==> src/sv/iis_pkg.sv <==
// ----------------------------------------------------------------------------
// iis_pkg: shared types and constants of the streaming integral image block.
// Sizes of the line store and counters, register indexes and the position
// record passed from the raster counter to the datapath.
// ----------------------------------------------------------------------------
package iis_pkg;

    localparam int MAX_WIDTH  = 1024;
    localparam int MAX_HEIGHT = 1024;

    localparam int DATA_W      = 32;
    localparam int DIM_W       = 11;
    localparam int COL_W       = (MAX_WIDTH > 1) ? $clog2(MAX_WIDTH) : 1;
    localparam int ROW_W       = (MAX_HEIGHT > 1) ? $clog2(MAX_HEIGHT) : 1;
    localparam int CFG_INDEX_W = 4;

    localparam logic [CFG_INDEX_W-1:0] REG_IMAGE_WIDTH  = CFG_INDEX_W'(0);
    localparam logic [CFG_INDEX_W-1:0] REG_IMAGE_HEIGHT = CFG_INDEX_W'(1);

    localparam logic [DIM_W-1:0] DIM_RESET = DIM_W'(1024);

    typedef logic [DATA_W-1:0] data_t;

    // Raster position of the item at the input.
    typedef struct packed {
        logic [COL_W-1:0] col;
        logic             top_row;
        logic             last_col;
        logic             frame_end;
    } pos_t;

endpackage

==> src/sv/iis_ctrl.sv <==
// ----------------------------------------------------------------------------
// iis_ctrl: configuration registers and raster counters.
// Holds image width and height, tracks column and row of the next item and
// flags the end of a row and of a frame.
// ----------------------------------------------------------------------------
module iis_ctrl
    import iis_pkg::*;
(
    input  logic                   clk,
    input  logic                   rst_n,
    input  logic                   cfg_we,
    input  logic [CFG_INDEX_W-1:0] cfg_index,
    input  logic [DIM_W-1:0]       cfg_data,
    input  logic                   accept,
    output pos_t                   pos
);

    logic [DIM_W-1:0] width_reg;
    logic [DIM_W-1:0] height_reg;
    logic [COL_W-1:0] col_reg;
    logic [COL_W-1:0] col_next;
    logic [ROW_W-1:0] row_reg;
    logic [ROW_W-1:0] row_next;
    logic [DIM_W-1:0] width_eff;
    logic [DIM_W-1:0] height_eff;
    logic [DIM_W:0]   col_plus;
    logic [DIM_W:0]   row_plus;
    logic             last_col;
    logic             last_row;

    // A zero dimension acts as one; oversized values saturate.
    function automatic logic [DIM_W-1:0] clamp_dim(input logic [DIM_W-1:0] v,
                                                   input logic [DIM_W-1:0] maxv);
        logic [DIM_W-1:0] r;
        if (v == '0)
            r = DIM_W'(1);
        else if (v > maxv)
            r = maxv;
        else
            r = v;
        return r;
    endfunction

    assign width_eff  = clamp_dim(width_reg, DIM_W'(MAX_WIDTH));
    assign height_eff = clamp_dim(height_reg, DIM_W'(MAX_HEIGHT));

    assign col_plus = (DIM_W+1)'(col_reg) + (DIM_W+1)'(1);
    assign row_plus = (DIM_W+1)'(row_reg) + (DIM_W+1)'(1);
    assign last_col = col_plus >= {1'b0, width_eff};
    assign last_row = row_plus >= {1'b0, height_eff};

    assign pos.col       = col_reg;
    assign pos.top_row   = (row_reg == '0);
    assign pos.last_col  = last_col;
    assign pos.frame_end = last_col && last_row;

    always_comb
    begin
        col_next = col_reg;
        row_next = row_reg;
        if (accept)
        begin
            if (last_col)
            begin
                col_next = '0;
                row_next = last_row ? '0 : row_plus[ROW_W-1:0];
            end
            else
            begin
                col_next = col_plus[COL_W-1:0];
            end
        end
    end

    always_ff @(posedge clk or negedge rst_n)
    begin
        if (!rst_n)
        begin
            width_reg  <= DIM_RESET;
            height_reg <= DIM_RESET;
            col_reg    <= '0;
            row_reg    <= '0;
        end
        else
        begin
            if (cfg_we)
            begin
                unique case (cfg_index)
                    REG_IMAGE_WIDTH:  width_reg  <= cfg_data;
                    REG_IMAGE_HEIGHT: height_reg <= cfg_data;
                    default:          ;
                endcase
            end
            col_reg <= col_next;
            row_reg <= row_next;
        end
    end

`ifndef SYNTHESIS
    a_col_wrap: assert property (@(posedge clk) disable iff (!rst_n)
        accept && last_col |=> col_reg == '0)
        else $error("column counter did not wrap at end of row");

    a_col_step: assert property (@(posedge clk) disable iff (!rst_n)
        accept && !last_col |=> col_reg == $past(col_reg) + COL_W'(1))
        else $error("column counter did not advance");

    a_row_hold: assert property (@(posedge clk) disable iff (!rst_n)
        accept && !last_col |=> row_reg == $past(row_reg))
        else $error("row counter moved inside a row");
`endif

endmodule

==> config.mk <==
export PLATFORM = sky130hd
export DESIGN_NAME = iis_ctrl
export DESIGN_NICKNAME = d
export VERILOG_FILES = /design/src/sv/iis_pkg.sv /design/src/sv/iis_ctrl.sv
export SDC_FILE = /design/constraint.sdc
export NUM_CORES = 1
export LEC_CHECK = 0
export BUFFER_PORTS_ARGS = -buffer_cell sky130_fd_sc_hd__buf_2
export CORE_ASPECT_RATIO = 0.9
export CORE_MARGIN = 2
export CORE_UTILIZATION = 58
export DETAILED_ROUTE_END_ITERATION = 10
export PLACE_DENSITY = 0.87
export REMOVE_ABC_BUFFERS = 1
export SETUP_SLACK_MARGIN = 0.5
export SYNTH_ARGS = -nofsm -noshare
export SYNTH_HDL_FRONTEND = slang
export SYNTH_SLANG_ARGS = --single-unit
==> constraint.sdc <==
create_clock -name clk -period 3.8 [get_ports clk]
set_input_delay 0.19 -clock clk [delete_from_list [all_inputs] [get_ports clk]]
set_output_delay 0.19 -clock clk [all_outputs]
set_load 0.01 [all_outputs]
==> flow_summary.json <==
{
  "dp_hpwl_mm": 4.18,
  "pwr_density_cell_mw_per_mm2": 619,
  "timing.setup.tns_ps": 0,
  "hold_violations": 0,
  "layout_commonest_cell": "dfrtp_1",
  "final_antenna_net_count": 0,
  "final_cell_mix": "dfrtp_1 (38), buf_2 (32), nand2_1 (31), ha_1 (23)",
  "ys_ff_latch": 42,
  "worst_slack_ps": 537,
  "synthArstFlopShare": 1.00,
  "synth_compound_area_frac": 0.132,
  "min_path_type": "input pin to async pin",
  "worstSetupStartpointType": "flip-flop",
  "grt_start_max_net_pins": 43,
  "dp_slack_ps": 580,
  "clock-root-buffer": "clkbuf_8",
  "finClkSkew_ps": 8.20,
  "drt-pass1-iter-count": 4,
  "vias": 2119,
  "io_buffers": 31,
  "end_kind": "output pin",
  "setup_viol": 0,
  "critical_path_class": "flip-flop to output pin",
  "synthMuxAreaShare": 0.0862,
  "yosys.area_share.simple": 0.190,
  "required_ps": 3610,
  "synth_area_per_cell_um2": 10.0,
  "drive_above_1_share": 0.315,
  "seq_area_mm2": 0.00106,
  "ir_drop_mv": 0.507,
  "drt-initial-drc-count": 141,
  "met3_usage": 0.0576,
  "nFillCells": 351,
  "gp_congestion": 0.892,
  "reg2regPathDepth": 11,
  "ys_warn_count": 0,
  "holdBufCountCts": 0,
  "pin_count": 32,
  "synth_top_family_by_area": "simple AND/OR/NAND/NOR gates",
  "critPathArrivalTime_ps": 3070,
  "grt_pass1_wl_mm": 9.69,
  "clk_pin_slew_ps": 90,
  "cts_buffers": 5,
  "yosys.area.top_type": "dfrtp_1",
  "grt_pass1_vias": 2062,
  "timing.max_slew.rel_slack": 0.393,
  "route.detailed.drc": 0,
  "grt-ovfl-total": 0,
  "status": "complete, no violations",
  "die_w_um": 76.3,
  "synth_ff_type": "dfrtp_1",
  "synth-edff-count": 0,
  "synth_xor_area_frac": 0.0513,
  "synth_area_leaders": "dfrtp_1 (37%), ha_1 (11%), mux2_2 (7.0%), nand2_1 (4.3%), nand3_1 (3.5%)",
  "clock-sinks": 42,
  "final_nets": 357,
  "wl_per_cell_um": 15.5,
  "die_h_um": 69.1,
  "core-area_mm2": 0.00449,
  "reg2reg_from": "width_reg[6]",
  "cts_buffer_depth": 2,
  "clock_latency_ps": 310,
  "synth_cells": 273,
  "grt_busiest_layer": "met2",
  "layout_min_cycle_time_ps": 3260,
  "fp.dieArea_mm2": 0.00527,
  "wirelength_mm": 5.82,
  "num_rows": 23,
  "p_leak_nw": 1.52,
  "ys_seq_area_frac": 0.386,
  "antenna_cells": 0,
  "slew_viol_final": 0,
  "worst_pin_slew_ps": 911,
  "track_usage": 0.232,
  "synthAdderAreaFrac": 0.115,
  "cts_tree": "yes",
  "grtUsageMet1": 0.312,
  "syn_to_final_growth_pct": 15.9,
  "cap_violations": 0,
  "initial_core_util": 0.608,
  "r2r-end": "row_reg[2]",
  "reg2reg_slack_ps": 680,
  "cp_max_fo": 4,
  "multi_input_area_mm2": 0.00164,
  "synth_top_area_share": 0.367,
  "antenna_found_initial": 0,
  "rsz0062_at_grt": "no",
  "fin_crit_sh": 0.859,
  "fmax_mhz": 306,
  "post_drt_via_cell_ratio": 5.64,
  "use_met2": 0.379,
  "ctsHtreeMaxLevel": 2,
  "syn_area_mm2": 0.00273,
  "synth_cell_types": 47
}
what timing repair did:
item | in CTS | in global routing
cloned | 0 | 0
endpoints found under the setup margin | 2 | 6
setup buffers | 1 | 8
resized for setup | 4 | 11
pin swaps | 1 | 5
worst max-delay path, cell delays in order (launching register included):
cell,delay [ps]
dfrtp_1,430
nor4_2,410
a31oi_1,170
nor2_2,170
ha_1,260
nand2b_4,150
a2111oi_4,410
a2111oi_4,90
nor4_4,320
inv_4,70
and2_1,140
buf_2,130
where the power goes:
part | internal, W | switching [W] | total [W]
logic | 0.000459 | 0.000507 | 0.000966
registers | 0.000558 | 0.000130 | 0.000688
clock network | 0.000133 | 0.000171 | 0.000304
cells in the mapped netlist, types with 2 or more instances:
cell	n
a2111oi_4	2
a21oi_1	6
a22o_1	4
a31oi_1	2
and3_1	8
clkbuf_1	6
dfrtp_1	40
dfstp_2	2
ha_1	25
inv_1	14
mux2_1	3
mux2_2	17
nand2_1	31
nand2b_1	7
nand3_1	19
nand4_1	2
nor2_1	11
nor2b_1	3
nor3_1	2
nor4_1	8
o21ai_0	11
o21ai_1	3
o21ai_2	5
o21bai_1	4
or3_1	2
xnor2_1	10
xor2_1	6
worst max path at each step:
stage / start / to / slack (ps) / depth (start not counted)
detailed placement: col_reg[0] / pos[0] / 580 / 11
global placement: col_reg[0] / pos[0] / 670 / 11
global route: width_reg[6] / pos[0] / 400 / 11
floorplan: col_reg[0] / row_reg[2] / 560 / 10
CTS: col_reg[1] / pos[0] / 540 / 11
finish: width_reg[6] / pos[0] / 540 / 11
final cells by class:
type / count / area share
Clock inverter: 3 / 0.00791
Sequential cell: 42 / 0.334
Inverter: 16 / 0.0198
Clock buffer: 5 / 0.0218
Timing Repair Buffer: 42 / 0.0744
Tap cell: 62 / 0.0245
Multi-Input combinational cell: 206 / 0.518
cell families (layout without fill, tap and decap cells):
| group | after synthesis | count (layout) |
|---|---|---|
| XOR/XNOR | 16 | 16 |
| adder cells (fa/ha/maj) | 25 | 25 |
| buffers and inverters | 25 | 66 |
| AND/OR/NAND/NOR | 100 | 100 |
| flip-flops | 42 | 42 |
| multiplexers | 21 | 21 |
| AO/OA/AOI/OAI | 44 | 44 |
per-layer routing:
metal / share of wire / vias up
li1: - / 1052
met1: 0.45 / 1003
met2: 0.49 / 53
met3: 0.051 / 11
met4: 0.016 / 0
met5: 0 / -
through the flow:
stage	utilization	std cells	power [W]	area [um2]	hold slack, ps
after floorplan	-	264	0.00130	2680	-106
after global placement	0.653	358	0.00150	2930	385
after detailed placement	0.653	358	0.00154	2930	380
after CTS	0.678	367	0.00187	3040	44.4
after global routing	0.705	376	0.00212	3160	96.6
final	0.705	376	0.00196	3160	3.04
Power figures use the tool's default switching activity.
